### config.mk
export PLATFORM = sky130hd
export DESIGN_NAME = lf_sample_capture_packer
export DESIGN_NICKNAME = d
export VERILOG_FILES = /design/src/rtl/lfscp_pkg.sv /design/src/rtl/lf_sample_capture_packer.sv /design/src/rtl/lfscp_div.sv
export SDC_FILE = /design/constraint.sdc
export NUM_CORES = 1
export LEC_CHECK = 0
export BUFFER_PORTS_ARGS = -buffer_cell sky130_fd_sc_hd__buf_2
export CAP_MARGIN = 20
export CORE_AREA = 2 2 210 212
export CTS_CLUSTER_SIZE = 12
export DETAILED_ROUTE_END_ITERATION = 8
export DIE_AREA = 0 0 212 214
export GPL_TIMING_DRIVEN = 0
export HOLD_SLACK_MARGIN = 0.03
export MAX_ROUTING_LAYER = met4
export SYNTH_ARGS = -nofsm -noshare
export SYNTH_HDL_FRONTEND = slang
export SYNTH_SLANG_ARGS = --single-unit
### constraint.sdc
create_clock -name clk_i -period 6.96 [get_ports clk_i]
set_input_delay 0 -clock clk_i [delete_from_list [all_inputs] [get_ports clk_i]]
set_output_delay 0 -clock clk_i [all_outputs]
set_load 0.02 [all_outputs]
### src/rtl/lfscp_pkg.sv
`default_nettype none

package lfscp_pkg;

  // Capture buffer size in bytes
  localparam int unsigned BufferBytes = 65536;

  // Field widths
  localparam int unsigned SampleW   = 8;
  localparam int unsigned SumW      = 11;
  localparam int unsigned DecW      = 4;
  localparam int unsigned CapBytesW = 17;
  localparam int unsigned PosW      = 20;

  // Item actions
  localparam logic [1:0] ActStart  = 2'd0;
  localparam logic [1:0] ActSample = 2'd1;
  localparam logic [1:0] ActStop   = 2'd2;

  // End status codes
  localparam logic [2:0] StRunning   = 3'd0;
  localparam logic [2:0] StFull      = 3'd1;
  localparam logic [2:0] StCancelled = 3'd2;
  localparam logic [2:0] StStopped   = 3'd3;
  localparam logic [2:0] StBudget    = 3'd4;

  // Config register indexes
  localparam logic [2:0] CfgDecimation   = 3'd0;
  localparam logic [2:0] CfgBitsPerSmp   = 3'd1;
  localparam logic [2:0] CfgAveraging    = 3'd2;
  localparam logic [2:0] CfgThreshold    = 3'd3;
  localparam logic [2:0] CfgSkipCount    = 3'd4;
  localparam logic [2:0] CfgCancelLimit  = 3'd5;
  localparam logic [2:0] CfgCaptureBytes = 3'd6;

  // One output beat
  typedef struct packed {
    logic [15:0] byte_index;
    logic [7:0]  byte_value;
    logic [19:0] bit_count;
    logic [2:0]  status;
    logic        last;
  } result_t;

  // Clamp a 4-bit setting into 1..8
  function automatic logic [DecW-1:0] clamp_1_8(input logic [DecW-1:0] v);
    logic [DecW-1:0] r;
    r = v;
    if (v == '0) r = 4'd1;
    else if (v > 4'd8) r = 4'd8;
    return r;
  endfunction

  // Mask with the top n bits set, n in 1..8
  function automatic logic [7:0] top_mask(input logic [DecW-1:0] n);
    logic [7:0] m;
    m = ~(8'hFF >> n);
    return m;
  endfunction

endpackage

`default_nettype wire

### src/rtl/lf_sample_capture_packer.sv
`default_nettype none

// Low-frequency ADC capture and bit packer. A start beat arms a capture and
// returns no result. Sample beats pass the trigger band, skip and 1-in-N
// decimation (optionally averaged), and the top bits of each kept value are
// packed MSB-first; every completed byte is returned as one result beat, and
// the capture's final beat carries last=1 with the end status. The block takes
// one beat at a time. A start or a dropped sample passes the decide state only,
// a stored sample passes decide, pack and room check, and an averaged group end
// first waits in the iterative divider; each result beat then holds the block
// until it is taken. An ending passes the end state. Configuration is written
// through cfg_we_i/cfg_idx_i/cfg_data_i while idle, by the user; the block does not enforce it.
module lf_sample_capture_packer (
  input  wire logic        clk_i,
  input  wire logic        rst_ni,
  // Config write port
  input  wire logic        cfg_we_i,
  input  wire logic [2:0]  cfg_idx_i,
  input  wire logic [19:0] cfg_data_i,
  // Input channel
  input  wire logic        in_valid_i,
  output logic             in_ready_o,
  input  wire logic [1:0]  action_i,
  input  wire logic [7:0]  sample_i,
  // Output channel
  output logic             out_valid_o,
  input  wire logic        out_ready_i,
  output logic [15:0]      byte_index_o,
  output logic [7:0]       byte_value_o,
  output logic [19:0]      bit_count_o,
  output logic [2:0]       status_o,
  output logic             last_o
);

  localparam logic [2:0] S_IDLE   = 3'd0;
  localparam logic [2:0] S_DECIDE = 3'd1;
  localparam logic [2:0] S_DIV    = 3'd2;
  localparam logic [2:0] S_PACK   = 3'd3;
  localparam logic [2:0] S_CHK    = 3'd4;
  localparam logic [2:0] S_FIN    = 3'd5;
  localparam logic [2:0] S_OUT    = 3'd6;

  localparam int unsigned PosW = lfscp_pkg::PosW;
  localparam logic [lfscp_pkg::CapBytesW-1:0] BufBytes =
    lfscp_pkg::CapBytesW'(lfscp_pkg::BufferBytes);

  // Config registers
  logic [3:0]  dec_q, bps_q;
  logic        avg_q;
  logic [7:0]  thr_q;
  logic [19:0] skip_cfg_q;
  logic [15:0] cancel_lim_q;
  logic [16:0] cap_bytes_q;

  // Sequencer and capture state
  logic [2:0]            state_q, state_d;
  logic [1:0]            act_q, act_d;
  logic [7:0]            smp_q, smp_d;
  logic                  capturing_q, capturing_d;
  logic                  triggered_q, triggered_d;
  logic [19:0]           skip_left_q, skip_left_d;
  logic [15:0]           cancel_seen_q, cancel_seen_d;
  logic [2:0]            group_count_q, group_count_d;
  logic [10:0]           group_sum_q, group_sum_d;
  logic [16:0]           budget_q, budget_d;
  logic [7:0]            pack_byte_q, pack_byte_d;
  logic [PosW-1:0]       pos_q, pos_d;
  logic [7:0]            v_q, v_d;
  logic [2:0]            fin_st_q, fin_st_d;
  logic                  byte_done_q, byte_done_d;
  lfscp_pkg::result_t    res_q [2];
  lfscp_pkg::result_t    res_d [2];
  logic [1:0]            res_cnt_q, res_cnt_d;
  logic                  rd_q, rd_d;

  // Effective settings and shared compares
  logic [16:0]   eff_bytes;
  logic [19:0]   room;
  logic [3:0]    bps, dec;
  logic          full;
  logic          inband;
  logic [15:0]   cancel_next;
  logic [10:0]   sum_next;
  logic [3:0]    gc_next;

  // Packing datapath
  logic [2:0]    bitp;
  logic [7:0]    vm;
  logic [15:0]   merged;
  logic          completes;
  logic [PosW-1:0] boundary;

  // Divider link
  logic          div_start;
  logic          div_done;
  logic [10:0]   div_quo;

  assign eff_bytes = (cap_bytes_q == '0 || cap_bytes_q > BufBytes) ? BufBytes : cap_bytes_q;
  assign room      = {eff_bytes, 3'b000};
  assign bps       = lfscp_pkg::clamp_1_8(bps_q);
  assign dec       = lfscp_pkg::clamp_1_8(dec_q);
  assign full      = ({1'b0, pos_q} + {17'd0, bps}) > {1'b0, room};

  assign inband = (thr_q != '0) &&
                  ({1'b0, smp_q} < ({1'b0, thr_q} + 9'd128)) &&
                  (({1'b0, smp_q} + {1'b0, thr_q}) > 9'd128);
  assign cancel_next = cancel_seen_q + 16'd1;
  assign sum_next    = avg_q ? (group_sum_q + {3'd0, smp_q}) : group_sum_q;
  assign gc_next     = {1'b0, group_count_q} + 4'd1;

  // Merge top bits of the kept value at the current bit position
  assign bitp      = pos_q[2:0];
  assign vm        = v_q & lfscp_pkg::top_mask(bps);
  assign merged    = {pack_byte_q, 8'h00} | ({vm, 8'h00} >> bitp);
  assign completes = ({1'b0, bitp} + bps) >= 4'd8;
  assign boundary  = {pos_q[PosW-1:3] + 17'd1, 3'b000};

  lfscp_div u_div (
    .clk_i      (clk_i),
    .rst_ni     (rst_ni),
    .start_i    (div_start),
    .dividend_i (sum_next),
    .divisor_i  (dec),
    .done_o     (div_done),
    .quotient_o (div_quo)
  );

  // Sequencer
  always_comb begin
    state_d       = state_q;
    act_d         = act_q;
    smp_d         = smp_q;
    capturing_d   = capturing_q;
    triggered_d   = triggered_q;
    skip_left_d   = skip_left_q;
    cancel_seen_d = cancel_seen_q;
    group_count_d = group_count_q;
    group_sum_d   = group_sum_q;
    budget_d      = budget_q;
    pack_byte_d   = pack_byte_q;
    pos_d         = pos_q;
    v_d           = v_q;
    fin_st_d      = fin_st_q;
    byte_done_d   = byte_done_q;
    res_d         = res_q;
    res_cnt_d     = res_cnt_q;
    rd_d          = rd_q;
    div_start     = 1'b0;

    case (state_q)
      S_IDLE: begin
        if (in_valid_i) begin
          act_d   = action_i;
          smp_d   = sample_i;
          state_d = S_DECIDE;
        end
      end

      S_DECIDE: begin
        res_cnt_d   = '0;
        rd_d        = 1'b0;
        byte_done_d = 1'b0;
        state_d     = S_IDLE;
        case (act_q)
          lfscp_pkg::ActStart: begin
            capturing_d   = 1'b1;
            triggered_d   = 1'b0;
            skip_left_d   = skip_cfg_q;
            cancel_seen_d = '0;
            group_count_d = '0;
            group_sum_d   = '0;
            budget_d      = eff_bytes;
            pack_byte_d   = '0;
            pos_d         = '0;
          end
          lfscp_pkg::ActStop: begin
            if (capturing_q) begin
              fin_st_d = lfscp_pkg::StStopped;
              state_d  = S_FIN;
            end
          end
          lfscp_pkg::ActSample: begin
            if (capturing_q) begin
              if (!triggered_q && inband) begin
                // Pre-trigger in-band sample: may count toward cancel
                if (cancel_lim_q != '0) begin
                  cancel_seen_d = cancel_next;
                  if (cancel_next >= cancel_lim_q) begin
                    fin_st_d = lfscp_pkg::StCancelled;
                    state_d  = S_FIN;
                  end
                end
              end else begin
                triggered_d = 1'b1;
                if (skip_left_q != '0) begin
                  skip_left_d = skip_left_q - 20'd1;
                end else if (budget_q == '0) begin
                  fin_st_d = lfscp_pkg::StBudget;
                  state_d  = S_FIN;
                end else begin
                  budget_d    = budget_q - 17'd1;
                  group_sum_d = sum_next;
                  if (dec > 4'd1 && gc_next < dec) begin
                    group_count_d = gc_next[2:0];
                  end else begin
                    if (dec > 4'd1) group_count_d = '0;
                    group_sum_d = '0;
                    if (dec > 4'd1 && avg_q) begin
                      div_start = 1'b1;
                      state_d   = S_DIV;
                    end else begin
                      v_d     = smp_q;
                      state_d = S_PACK;
                    end
                  end
                end
              end
            end
          end
          default: ;
        endcase
      end

      // Wait for the group mean, saturate to 8 bits
      S_DIV: begin
        if (div_done) begin
          v_d     = (div_quo[10:8] != '0) ? 8'hFF : div_quo[7:0];
          state_d = S_PACK;
        end
      end

      S_PACK: begin
        if (full) begin
          fin_st_d = lfscp_pkg::StFull;
          state_d  = S_FIN;
        end else begin
          pos_d   = pos_q + {16'd0, bps};
          state_d = S_CHK;
          if (completes) begin
            pack_byte_d           = merged[7:0];
            res_d[0].byte_index   = pos_q[18:3];
            res_d[0].byte_value   = merged[15:8];
            res_d[0].bit_count    = boundary;
            res_d[0].status       = lfscp_pkg::StRunning;
            res_d[0].last         = 1'b0;
            res_cnt_d             = 2'd1;
            byte_done_d           = 1'b1;
          end else begin
            pack_byte_d = merged[15:8];
          end
        end
      end

      // Room check after a store
      S_CHK: begin
        if (full) begin
          fin_st_d = lfscp_pkg::StFull;
          state_d  = S_FIN;
        end else if (res_cnt_q != '0) begin
          state_d = S_OUT;
        end else begin
          state_d = S_IDLE;
        end
      end

      // End of capture: flush partial byte or mark the final beat
      S_FIN: begin
        capturing_d = 1'b0;
        state_d     = S_OUT;
        if (bitp != '0) begin
          res_d[res_cnt_q[0]].byte_index = pos_q[18:3];
          res_d[res_cnt_q[0]].byte_value = pack_byte_q;
          res_d[res_cnt_q[0]].bit_count  = pos_q;
          res_d[res_cnt_q[0]].status     = fin_st_q;
          res_d[res_cnt_q[0]].last       = 1'b1;
          res_cnt_d   = res_cnt_q + 2'd1;
          pack_byte_d = '0;
        end else if (byte_done_q) begin
          res_d[0].status = fin_st_q;
          res_d[0].last   = 1'b1;
        end else begin
          res_d[res_cnt_q[0]].byte_index = pos_q[18:3];
          res_d[res_cnt_q[0]].byte_value = '0;
          res_d[res_cnt_q[0]].bit_count  = pos_q;
          res_d[res_cnt_q[0]].status     = fin_st_q;
          res_d[res_cnt_q[0]].last       = 1'b1;
          res_cnt_d = res_cnt_q + 2'd1;
        end
      end

      // Hand out the queued result beats in order
      S_OUT: begin
        if (out_ready_i) begin
          if (({1'b0, rd_q} + 2'd1) == res_cnt_q) begin
            state_d = S_IDLE;
          end else begin
            rd_d = 1'b1;
          end
        end
      end

      default: state_d = S_IDLE;
    endcase
  end

  // Config writes
  always_ff @(posedge clk_i or negedge rst_ni) begin
    if (!rst_ni) begin
      dec_q        <= 4'd1;
      bps_q        <= 4'd8;
      avg_q        <= 1'b1;
      thr_q        <= '0;
      skip_cfg_q   <= '0;
      cancel_lim_q <= '0;
      cap_bytes_q  <= 17'h10000;
    end else if (cfg_we_i) begin
      case (cfg_idx_i)
        lfscp_pkg::CfgDecimation:   dec_q        <= cfg_data_i[3:0];
        lfscp_pkg::CfgBitsPerSmp:   bps_q        <= cfg_data_i[3:0];
        lfscp_pkg::CfgAveraging:    avg_q        <= cfg_data_i[0];
        lfscp_pkg::CfgThreshold:    thr_q        <= cfg_data_i[7:0];
        lfscp_pkg::CfgSkipCount:    skip_cfg_q   <= cfg_data_i;
        lfscp_pkg::CfgCancelLimit:  cancel_lim_q <= cfg_data_i[15:0];
        lfscp_pkg::CfgCaptureBytes: cap_bytes_q  <= cfg_data_i[16:0];
        default: ;
      endcase
    end
  end

  // Control and capture state
  always_ff @(posedge clk_i or negedge rst_ni) begin
    if (!rst_ni) begin
      state_q       <= S_IDLE;
      capturing_q   <= 1'b0;
      triggered_q   <= 1'b0;
      skip_left_q   <= '0;
      cancel_seen_q <= '0;
      group_count_q <= '0;
      group_sum_q   <= '0;
      budget_q      <= '0;
      pack_byte_q   <= '0;
      pos_q         <= '0;
      fin_st_q      <= lfscp_pkg::StRunning;
      byte_done_q   <= 1'b0;
      res_cnt_q     <= '0;
      rd_q          <= 1'b0;
    end else begin
      state_q       <= state_d;
      capturing_q   <= capturing_d;
      triggered_q   <= triggered_d;
      skip_left_q   <= skip_left_d;
      cancel_seen_q <= cancel_seen_d;
      group_count_q <= group_count_d;
      group_sum_q   <= group_sum_d;
      budget_q      <= budget_d;
      pack_byte_q   <= pack_byte_d;
      pos_q         <= pos_d;
      fin_st_q      <= fin_st_d;
      byte_done_q   <= byte_done_d;
      res_cnt_q     <= res_cnt_d;
      rd_q          <= rd_d;
    end
  end

  // Payload registers
  always_ff @(posedge clk_i) begin
    act_q <= act_d;
    smp_q <= smp_d;
    v_q   <= v_d;
    res_q <= res_d;
  end

  assign in_ready_o   = (state_q == S_IDLE);
  assign out_valid_o  = (state_q == S_OUT);
  assign byte_index_o = res_q[rd_q].byte_index;
  assign byte_value_o = res_q[rd_q].byte_value;
  assign bit_count_o  = res_q[rd_q].bit_count;
  assign status_o     = res_q[rd_q].status;
  assign last_o       = res_q[rd_q].last;

endmodule

`default_nettype wire

### src/rtl/lfscp_div.sv
`default_nettype none

// Restoring divider, one quotient bit per cycle over the group sum width.
module lfscp_div (
  input  wire logic                           clk_i,
  input  wire logic                           rst_ni,
  input  wire logic                           start_i,
  input  wire logic [lfscp_pkg::SumW-1:0]     dividend_i,
  input  wire logic [lfscp_pkg::DecW-1:0]     divisor_i,
  output logic                                done_o,
  output logic [lfscp_pkg::SumW-1:0]          quotient_o
);

  logic                          busy_q, busy_d;
  logic                          done_q, done_d;
  logic [3:0]                    cnt_q, cnt_d;
  logic [lfscp_pkg::DecW-1:0]    rem_q, rem_d;
  logic [lfscp_pkg::DecW-1:0]    div_q, div_d;
  logic [lfscp_pkg::SumW-1:0]    quo_q, quo_d;
  logic [lfscp_pkg::DecW:0]      trial;
  logic                          ge;

  // Shift in the next dividend bit and compare
  assign trial = {rem_q, quo_q[lfscp_pkg::SumW-1]};
  assign ge    = trial >= {1'b0, div_q};

  always_comb begin
    busy_d = busy_q;
    done_d = 1'b0;
    cnt_d  = cnt_q;
    rem_d  = rem_q;
    div_d  = div_q;
    quo_d  = quo_q;
    if (start_i) begin
      busy_d = 1'b1;
      cnt_d  = '0;
      rem_d  = '0;
      div_d  = divisor_i;
      quo_d  = dividend_i;
    end else if (busy_q) begin
      rem_d = ge ? 4'(trial - {1'b0, div_q}) : trial[lfscp_pkg::DecW-1:0];
      quo_d = {quo_q[lfscp_pkg::SumW-2:0], ge};
      cnt_d = cnt_q + 4'd1;
      if (cnt_q == 4'(lfscp_pkg::SumW - 1)) begin
        busy_d = 1'b0;
        done_d = 1'b1;
      end
    end
  end

  always_ff @(posedge clk_i or negedge rst_ni) begin
    if (!rst_ni) begin
      busy_q <= 1'b0;
      done_q <= 1'b0;
      cnt_q  <= '0;
    end else begin
      busy_q <= busy_d;
      done_q <= done_d;
      cnt_q  <= cnt_d;
    end
  end

  // Datapath
  always_ff @(posedge clk_i) begin
    rem_q <= rem_d;
    div_q <= div_d;
    quo_q <= quo_d;
  end

  assign done_o     = done_q;
  assign quotient_o = quo_q;

endmodule

`default_nettype wire

==> qor.csv, run 1 <==
metric,value,unit
outcome,"complete, no violations",
crit end category,register,
Synth top area share,26.2,%
share of synthesized registers carrying an async set or reset,61.2,%
"Cell Area, Synth",17100,um2
drt pass-1 iters,5,
Final Hold Vio Count,0,
crit path kind,register to register,
number of synthesized flops with an enable pin,112,
Vias,13738,
Routed WL,46400,um
Critical Path Fanout Max,29,
Worst Setup Start Kind,register,
Worst Hold Class,input port to asynchronous set/reset pin,
post-CTS sizing,0,
synthesized flop and latch total,299,
post-layout util,46.5,%
cell-by-cell trace of the critical path,clkbuf_1 > clkbuf_1 > nor2b_1 > ha_1 > o21a_1 > o2bb2ai_1 > nor2_1 > and2_1 > and2_1 > clkbuf_1 > nand3_1 > xnor2_1 > ha_1 > a21o_1 > a21oi_1 > a31oi_1 > a2111o_1 > a32oi_1 > clkbuf_1 > a21o_1 > o21ai_0 > nor2_4 > buf_12,
final clock skew,0.0138,ns
Yosys top cell by area,dfrtp_1,
cell family with most CP delay,compound AO/OA/AOI/OAI gates,
Critical R2R Launch,bps_q[3]$_DFFE_PN1P_,
clock share of power,31.2,%
Post-Layout Inst Area,20000,um2
Post-route DRC,0,
max-cap violations,0,
Worst EP arrival,6.74,ns
critical path endpoint,res_q[93]$_DFFE_PP_,
Worst-path clk slew,0.06,ns
minimum clock period,6.52,ns
first-pass GRT wire length,73900,um
CTS H-Tree Depth,2,
antenna violations before repair,0,
num rows,76,
die area,45400,um2
DR iter-0 viols,794,
vias in the first global route,13472,
Combinational Power Share,30.8,%
r2r setup slk,0.44,ns
CP max stage cell,dfstp_2,
Synth warnings,0,
PortBufs,85,
Worst EP required,7.19,ns
"commonest non-fill, non-tap cell in the layout",dfrtp_1,
DP Wirelength,34000,um
# IOs,88,
Critical path origin,bps_q[3]$_DFFE_PN1P_,
largest net degree at the start of global routing,101,
power per cell area,326,nW/um2
Area growth syn-to-layout,16.8,%
"commonest cells after routing, fill and taps aside","dfrtp_1 (179), nand2_1 (165), o21ai_0 (136)",
# setup viols final,0,
layout cells sized above 1,15.1,%
Pint,0.00420,W
ys flop type,dfrtp_1,
Slew HR,34.9,%
root buffer cell,clkbuf_16,
RSZ-0062 raised after global routing,no,
syn avg cell area,10.0,um2
Flop pwr share,37.9,%
Layout Nets,1990,
CP most frequent cell,clkbuf_1,
Synth cell types,90,
largest cells by area after synthesis,"dfrtp_1 (26%), edfxtp_1 (20%), ha_1 (5.9%)",
worst r2r dst,res_q[93]$_DFFE_PP_,
Slew @ Worst Pin,0.974,ns
fmax,153,MHz
Psw,0.00231,W
die width,212,um
worst hold margin,0.0506,ns
worst skew pair latency,0.53,ns
CTS Buf Count,36,
Placer Congestion,0.925,
Clock Path Buffers,3,
per-cell routed wire length,18.7,um
Pwr Total,0.00652,W
final worst slack,0.444,ns
initial core utilization,39.9,%
Sw Share,35.5,%
number of diodes,0,
Avg Vias per Cell,5.54,
part of the cycle the worst path needs,93.6,%
CP max stage delay,0.51,ns
total core area,42900,um2
total clock sinks,299,
post-synthesis sequential area ratio,47.0,%
Post-Syn Instances,1708,
Pleak,8.33,nW
VDD IR max,186,uV
WP depth,23,
cells on worst reg2reg path,23,
Buf/Inv on CP,5,
Tot GR Track Use,21.1,%
GR Overflow Total,0,
Post-DP Area,18400,um2
pre-CTS setup slack,0.521,ns
ANT nets after route,0,
syn_nets,1829,
fin. max-slew vios,0,
CTS tree,built,
Die H,214,um
==> worst min-delay path by stage <==
stage / start / endpoint / slack, ns / cells after the start
6_report: rst_ni / group_sum_q[3]$_DFFE_PN0P_ / 0.05 / 2
3_3_place_gp: sample_i[0] / smp_q[0]$_DFFE_PP_ / 0.18 / 1
5_1_grt: cfg_idx_i[1] / avg_q$_DFFE_PN1P_ / 0.08 / 3
3_5_place_dp: rst_ni / group_sum_q[4]$_DFFE_PN0P_ / 0.06 / 1
2_1_floorplan: rst_ni / bps_q[0]$_DFFE_PN0P_ / -0.30 / 0
4_1_cts: cfg_idx_i[1] / avg_q$_DFFE_PN1P_ / 0.04 / 3
==> cell type report <==
type,count,area [um2]
clock inverters,15,249
well taps,585,732
repair buffers,123,858
plain buffers,91,375
multi-input cells,1218,8330
clock buffers,49,1010
flip-flops and latches,299,8030
fillers,4054,22900
inverters,100,375
==> kinds of logic (layout without fill, tap and decap cells) <==
family          count (synthesis)  count (layout)  synth area share [%]
compound gates                418             418                  15.8
simple gates                  547             547                  16.1
mux                           124             124                  8.17
fa+ha+maj                      84              84                  6.26
flops                         299             299                  47.0
buf+inv                       191             378                  4.39
xor+xnor                       45              45                  2.31
==> power groups by stage <==
| stage | combinational, W | sequential (W) | clock (W) |
|---|---|---|---|
| final | 0.00201 | 0.00247 | 0.00203 |
| after CTS | 0.00201 | 0.00247 | 0.00206 |
| after global routing | 0.00222 | 0.00252 | 0.00213 |
| after floorplan | 0.00141 | 0.00240 | 0 |
| after global placement | 0.00192 | 0.00249 | 0 |
| after detailed placement | 0.00198 | 0.00250 | 0 |
==> per-stage QoR <==
stage | cells | TNS (ns)
after global routing | 2480 | 0
after global placement | 2378 | -59.94
final | 2480 | 0
after floorplan | 1708 | 0
after detailed placement | 2382 | 0
after CTS | 2480 | 0
==> cell usage after synthesis, types with 11 or more instances <==
cell type / n
o21ai_0: 136
nand3_1: 51
nand2_1: 165
mux2i_1: 27
a21oi_1: 73
xor2_1: 15
xnor2_1: 30
nor2_1: 107
a31oi_1: 21
a211oi_1: 11
o22ai_1: 17
clkbuf_1: 75
a21o_1: 12
ha_1: 80
nor2b_1: 15
mux2_2: 88
nand2b_1: 20
a22o_1: 12
dfrtp_1: 179
edfxtp_1: 112
nand4_1: 21
nor3_1: 30
and3_1: 28
o31ai_1: 20
and2_1: 32
o21a_1: 11
nor4_1: 20
inv_1: 98
a22oi_1: 11
o211ai_1: 16
o22a_1: 13
==> metal layers <==
| metal | share of wire (%) | up-vias | GRT usage, % |
|---|---|---|---|
| met4 | 2.6 | 0 | 6.31 |
| met1 | 44 | 6729 | 27.7 |
| li1 | - | 6557 | - |
| met2 | 48 | 359 | 34.2 |
| met5 | 0 | - | - |
| met3 | 4.7 | 93 | 2.61 |
==> sequential cells by signal (all words and copies together), names as in the netlist, 3 cells and up <==
register          flops
skip_cfg_q           20
budget_q             17
fin_st_q              3
group_count_q         3
smp_q                 8
state_q               3
cancel_lim_q         16
pos_q                20
dec_q                 4
group_sum_q          11
cancel_seen_q        16
u_div.rem_q           4
u_div.quotient_o     11
cap_bytes_q          17
pack_byte_q           8
skip_left_q          20
u_div.div_q           4
thr_q                 8
u_div.cnt_q           4
bps_q                 4
res_q                79
v_q                   8
==> what timing repair did <==
item,4_1_cts,5_1_grt
hold endpoints to repair,166,0
endpoints found under the setup margin,0,0
buffers inserted,0,0
hold buffers,34,0
(Power assumes the default switching activity.)
==> run 2: changes to the inputs <==
--- a/config.mk
+++ b/config.mk
@@ -5,15 +5,16 @@
 export SDC_FILE = /design/constraint.sdc
 export NUM_CORES = 1
 export LEC_CHECK = 0
-export BUFFER_PORTS_ARGS = -buffer_cell sky130_fd_sc_hd__buf_2
 export CAP_MARGIN = 20
-export CORE_AREA = 2 2 210 212
+export CORE_AREA = 10 10 218 220
 export CTS_CLUSTER_SIZE = 12
 export DETAILED_ROUTE_END_ITERATION = 8
-export DIE_AREA = 0 0 212 214
+export DIE_AREA = 0 0 228 230
+export DONT_BUFFER_PORTS = 1
 export GPL_TIMING_DRIVEN = 0
 export HOLD_SLACK_MARGIN = 0.03
 export MAX_ROUTING_LAYER = met4
+export SLEW_MARGIN = 40
 export SYNTH_ARGS = -nofsm -noshare
 export SYNTH_HDL_FRONTEND = slang
 export SYNTH_SLANG_ARGS = --single-unit
==> run 2 against run 1 <==
Compared with the run above:
- power shrank 2.0%
- count of clock-buffer cells in the layout shrank 2
- worst hold slack gained 0.016 ns
- utilization shrank 0.79 points
- register-to-register slack gained 0.16 ns
- highest routed layer unchanged
- critical path depth grew 1
==> qor.csv, run 2 (synthesis gave the netlist of run 1 again) <==
metric,value,unit,change
antenna violations before repair,4,,+4
Sequential cell area,8030,um2,unchanged
root buffer cell,clkbuf_16,,
outcome,"complete, no violations",,
max-cap violations,0,,unchanged
CP most frequent cell,clkbuf_1,,
die width,228,um,+7.5%
layout cells sized above 1,11.8,%,-3.3 points
Pleak,8.02,nW,-3.7%
"commonest cells after routing, fill and taps aside","dfrtp_1 (179), nand2_1 (165), o21ai_0 (135)",,
GR Overflow Total,0,,unchanged
vias in the first global route,13296,,-1.3%
CTS tree,built,,
worst skew pair latency,0.55,ns,+0.02 ns
Placer Congestion,0.893,,-3.4%
Worst Hold Class,input port to register,,
crit path kind,register to register,,
drt pass-1 iters,5,,unchanged
GR Util met1,23.1,%,-4.7 points
GR peak layer,met2,,
Area growth syn-to-layout,14.8,%,
"commonest non-fill, non-tap cell in the layout",dfrtp_1,,
crit end category,register,,
# IOs,88,,unchanged
Avg Vias per Cell,5.53,,-0.15%
DR iter-0 viols,1072,,+35%
Worst Setup Start Kind,register,,
PortBufs,0,,-100%
largest net degree at the start of global routing,184,,+82%
Tot GR Track Use,18.2,%,-2.9 points
CTS H-Tree Depth,2,,unchanged
num rows,76,,unchanged
Worst EP arrival,6.61,ns,-0.13 ns
Layout Nets,1913,,-3.9%
minimum clock period,6.36,ns,-0.160 ns
Filler cells,4059,,+0.12%
fmax,157,MHz,+2.5%
Pwr Total,0.00638,W,-2.0%
first-pass GRT wire length,75100,um,+1.6%
Worst EP required,7.22,ns,+0.03 ns
final worst slack,0.604,ns,+0.160 ns
Routed WL,47300,um,+1.8%
max reg flops,79,,unchanged
part of the cycle the worst path needs,91.3,%,-2.3 points
CP max stage delay,0.51,ns,about the same
DP Wirelength,34000,um,about the same
Clock Path Buffers,3,,unchanged
Post-DP Area,18000,um2,-2.2%
Worst-path clk slew,0.06,ns,about the same
total core area,42900,um2,unchanged
# setup viols final,0,,unchanged
Post-Layout Inst Area,19600,um2,-1.7%
fin. max-slew vios,0,,unchanged
Vias,13325,,-3.0%
initial core utilization,39.9,%,unchanged
VDD IR max,194,uV,+4.0%
GR Layer Usage met3,3.29,%,+0.68 points
area occupied by multi-input gates,8370,um2,+0.38%
CP max stage cell,dfstp_2,,
per-cell routed wire length,19.6,um,+4.8%
Slew HR,43.3,%,+8.4 points
GR Util met2,29.4,%,-4.8 points
final clock skew,0.0193,ns,+0.00546 ns
Post-route DRC,0,,unchanged
Final Hold Vio Count,0,,unchanged
cell-by-cell trace of the critical path,clkbuf_1 > clkbuf_1 > nor2b_1 > ha_1 > o21a_1 > o2bb2ai_1 > nor2_1 > and2_1 > and2_1 > clkbuf_1 > nand3_1 > xnor2_1 > ha_1 > a21o_1 > a21oi_1 > a31oi_1 > a2111o_1 > a32oi_1 > clkbuf_1 > a21o_1 > o21ai_0 > nor2_4 > buf_16 > buf_8,,
"Most flops, register",res_q,,
Slew @ Worst Pin,0.841,ns,-0.133 ns
Die H,230,um,+7.5%
die area,52400,um2,+16%
RSZ-0062 raised after global routing,no,,
CTS Buf Count,36,,unchanged
power per cell area,325,nW/um2,-0.31%
total clock sinks,299,,unchanged
ANT nets after route,0,,unchanged
pre-CTS setup slack,0.357,ns,-0.164 ns
Critical Path Fanout Max,17,,-41%
==> run 2: cell count changes in the layout (fill, tap and decap cells not counted), sizes merged, moves of 3 or more <==
cell,delta
dlygate4sd3,+3
diode,+4
bufinv,-3
buf,-80
clkinv,+4
==> run 2: worst max-delay path: cells and delay by family, from the launching register on <==
kind | cells | cell delay (ns)
xor gates and xnor gates | 1 | 0.18
buffers and inverters | 6 | 1.64
DFF | 1 | 0.51
AOI/OAI and AO/OA | 9 | 2.04
and+or+nand+nor | 6 | 1.01
adders and majority gates | 2 | 0.68
==> run 2: metrics by stage <==
stage | util [%] | TNS [ns] | hold slack (ns) | std cells
after floorplan | - | 0 | -0.296 | 1708
after global placement | 41.6 | -60.84 | -0.275 | 2293
after detailed placement | 41.9 | 0 | -0.274 | 2298
after CTS | 45.6 | 0 | 0.0334 | 2402
after global routing | 45.8 | 0 | 0.0390 | 2409
final | 45.8 | 0 | 0.0663 | 2409
==> run 2: cell type report <==
class / count / area share (%)
clock buffer: 47 / 5.11
multi-input combinational: 1218 / 42.6
tap: 585 / 3.73
buffer: 91 / 1.91
inverter: 100 / 1.91
clock inverter: 19 / 1.02
sequential: 299 / 40.9
antenna: 4 / 0.0510
timing repair buffer: 46 / 2.72
==> run 2: final timing paths <==
kind,start,end,slack (ns),cells after the start
setup / recovery,bps_q[3]$_DFFE_PN1P_,res_q[66]$_DFFE_PP_,0.60,24
hold / removal,cfg_we_i,cancel_lim_q[1]$_DFFE_PN0P_,0.07,2
setup reg to reg,bps_q[3]$_DFFE_PN1P_,res_q[66]$_DFFE_PP_,0.60,24
hold reg to reg,pos_q[12]$_DFFE_PN0P_,res_q[41]$_DFFE_PP_,0.44,0
max in group asynchronous,rst_ni,cap_bytes_q[16]$_DFFE_PN1P_,5.99,3
min in group asynchronous,rst_ni,cancel_seen_q[14]$_DFFE_PN0P_,0.08,2
==> run 2: metal layers <==
metal | part of all wire, % | vias to the layer above
met2 | 47 | 321
met1 | 46 | 6497
met5 | 0 | -
met3 | 5.0 | 80
li1 | - | 6427
met4 | 2.5 | 0
==> run 2: power breakdown <==
group          switching (W)  internal, W  total (W)
Combinational        0.00126     0.000724    0.00199
Clock               0.000761      0.00117    0.00193
Sequential          0.000289      0.00218    0.00247
Total                0.00231      0.00407    0.00638
==> run 2: timing repair <==
action,in CTS,in global routing
buffers inserted,0,2
resized for setup,0,0
hold endpoints to repair,277,0
setup endpoints to repair,0,13
hold buffers,38,0
==> run 3: changes to the inputs <==
==> constraint.sdc (replaced) <==
create_clock -name clk_i -period 6.96 [get_ports clk_i]
set_input_delay 0.696 -clock clk_i [delete_from_list [all_inputs] [get_ports clk_i]]
set_output_delay 0.696 -clock clk_i [all_outputs]
set_load 0.02 [all_outputs]
==> run 3 against run 2 <==
Compared with the run above:
- routed wire length shrank 0.84%
- utilization shrank 0.86 points
- critical path depth is the same
- count of clock-buffer cells in the layout is the same
- sequential power is essentially flat
- cell count shrank 1.7%
- sequential share of layout area grew 0.79 points
- worst setup slack gained 0.014 ns
- via count shrank 1.7%
==> qor.csv, run 3 (synthesis gave the netlist of run 1 again) <==
metric,value,unit,change
"commonest cells after routing, fill and taps aside","dfrtp_1 (179), nand2_1 (165), o21ai_0 (135)",,
Final Hold Vio Count,0,,unchanged
crit path kind,register to register,,
# IOs,88,,unchanged
cell-by-cell trace of the critical path,clkbuf_1 > clkbuf_1 > nor2b_1 > ha_1 > o21a_1 > o2bb2ai_1 > nor2_1 > and2_1 > and2_1 > clkbuf_1 > nand3_1 > xnor2_1 > ha_1 > a21o_1 > a21oi_1 > a31oi_1 > a2111o_1 > a32oi_1 > clkbuf_1 > a21o_1 > o21ai_0 > nor2_4 > buf_16 > buf_8,,
clock share of power,30.3,%,about the same
post-layout util,44.9,%,-0.86 points
GR Overflow Total,0,,unchanged
fmax,158,MHz,+0.22%
Placer Congestion,0.893,,unchanged
antenna violations before repair,0,,-4
CP max stage delay,0.51,ns,about the same
RSZ-0062 raised after global routing,no,,
max reg flops,79,,unchanged
CTS Buf Count,36,,unchanged
Vias,13105,,-1.7%
DR iter-0 viols,1030,,-3.9%
Avg Vias per Cell,5.53,,about the same
die area,52400,um2,unchanged
Clock Path Buffers,3,,unchanged
Worst Hold Class,input port to asynchronous set/reset pin,,
Slew HR,43.3,%,about the same
CTS H-Tree Depth,2,,unchanged
CP max stage cell,dfstp_2,,
ANT nets after route,0,,unchanged
largest net degree at the start of global routing,180,,-2.2%
drt pass-1 iters,5,,unchanged
die width,228,um,unchanged
Post-Layout Inst Area,19300,um2,-1.9%
VDD IR max,193,uV,-0.32%
outcome,"complete, no violations",,
Worst EP arrival,6.60,ns,about the same
fin. max-slew vios,0,,unchanged
Area growth syn-to-layout,12.6,%,
Post-DP Area,18000,um2,unchanged
PortBufs,0,,unchanged
number of diodes,0,,-4
initial core utilization,39.9,%,unchanged
Psw,0.00230,W,-0.70%
CTS tree,built,,
"commonest non-fill, non-tap cell in the layout",dfrtp_1,,
power per cell area,330,nW/um2,+1.4%
CP most frequent cell,clkbuf_1,,
Combinational Power Share,30.8,%,-0.3 points
max-cap violations,0,,unchanged
Die H,230,um,unchanged
Routed WL,46900,um,-0.84%
Worst Setup Start Kind,register,,
layout cells sized above 1,12.1,%,+0.24 points
part of the cycle the worst path needs,91.1,%,-0.20 points
worst hold margin,0.0859,ns,+0.0196 ns
total clock sinks,299,,unchanged
num rows,76,,unchanged
crit end category,register,,
first-pass GRT wire length,74200,um,-1.3%
per-cell routed wire length,19.8,um,+0.84%
Slew @ Worst Pin,0.841,ns,-0.00000250 ns
DP Wirelength,34000,um,unchanged
root buffer cell,clkbuf_16,,
Worst-path clk slew,0.06,ns,about the same
# setup viols final,0,,unchanged
final clock skew,0.0220,ns,+0.00272 ns
Flop pwr share,38.9,%,+0.2 points
total core area,42900,um2,unchanged
Post-route DRC,0,,unchanged
"Most flops, register",res_q,,
Worst EP required,7.22,ns,about the same
worst skew pair latency,0.55,ns,about the same
Pwr Total,0.00635,W,-0.48%
minimum clock period,6.34,ns,-0.0141 ns
vias in the first global route,13078,,-1.6%
Layout Nets,1877,,-1.9%
Sw Share,36.1,%,-0.080 points
Pint,0.00406,W,-0.36%
Pleak,7.87,nW,-1.9%
Critical Path Fanout Max,17,,unchanged
Tot GR Track Use,18.0,%,-0.15 points
run 3: cell types whose count changed in the layout (fill, tap and decap cells not counted), sizes merged:
cell	before	now
dlygate4sd3	37	1
diode	4	0
run 3: power groups by stage:
stage               combinational, W  sequential [W]  clock (W)
floorplan                    0.00141         0.00240          0
global placement             0.00184         0.00249          0
detailed placement           0.00191         0.00249          0
CTS                          0.00194         0.00247    0.00197
global route                 0.00217         0.00252    0.00203
finish                       0.00196         0.00247    0.00192
run 3: repair_timing:
item | CTS | global route
setup buffers | 0 | 2
hold buffers | 2 | 0
gates resized for setup | 0 | 0
setup endpoints to repair | 0 | 13
endpoints found under the hold margin | 179 | 0
run 3: final timing paths:
| check | startpoint | end | slack, ns | depth (start not counted) |
|---|---|---|---|---|
| min | rst_ni | cancel_seen_q[14]$_DFFE_PN0P_ | 0.09 | 1 |
| min reg2reg | pos_q[12]$_DFFE_PN0P_ | res_q[41]$_DFFE_PP_ | 0.45 | 0 |
| min in group clk_i | sample_i[7] | smp_q[7]$_DFFE_PP_ | 0.25 | 0 |
| max in group asynchronous | rst_ni | bps_q[3]$_DFFE_PN1P_ | 5.98 | 1 |
| max reg2reg | bps_q[3]$_DFFE_PN1P_ | res_q[66]$_DFFE_PP_ | 0.62 | 24 |
| max | bps_q[3]$_DFFE_PN1P_ | res_q[66]$_DFFE_PP_ | 0.62 | 24 |
run 3: final cells by class:
class | count | area [um2]
clock inverters | 19 | 200
inverters | 100 | 375
well taps | 585 | 732
clock buffers | 47 | 1000
flip-flops and latches | 299 | 8030
multi-input cells | 1218 | 8370
plain buffers | 91 | 375
repair buffers | 10 | 173
fillers | 4082 | 23600
run 3: per-stage QoR:
stage	setup WS, ns	std cells	setup TNS, ns
finish	0.618	2369	0
global route	0.188	2369	0
floorplan	0.438	1708	0
global placement	-1.49	2293	-60.84
CTS	0.332	2366	0
detailed placement	0.357	2298	0
run 3: metal layers:
metal	part of all wire, %	track usage [%]	vias to the layer above
met5	0	-	-
met4	2.5	5.19	0
met3	5.1	3.30	80
met2	47	29.3	316
met1	46	22.7	6366
li1	-	-	6343
run 3: worst max-delay path: cells and delay by family (launching register included):
kind            cells  cell delay, ns
compound gates      9            2.04
xor+xnor            1            0.18
fa+ha+maj           2            0.68
buf+inv             6            1.63
flops               1            0.51
simple gates        6            1.00
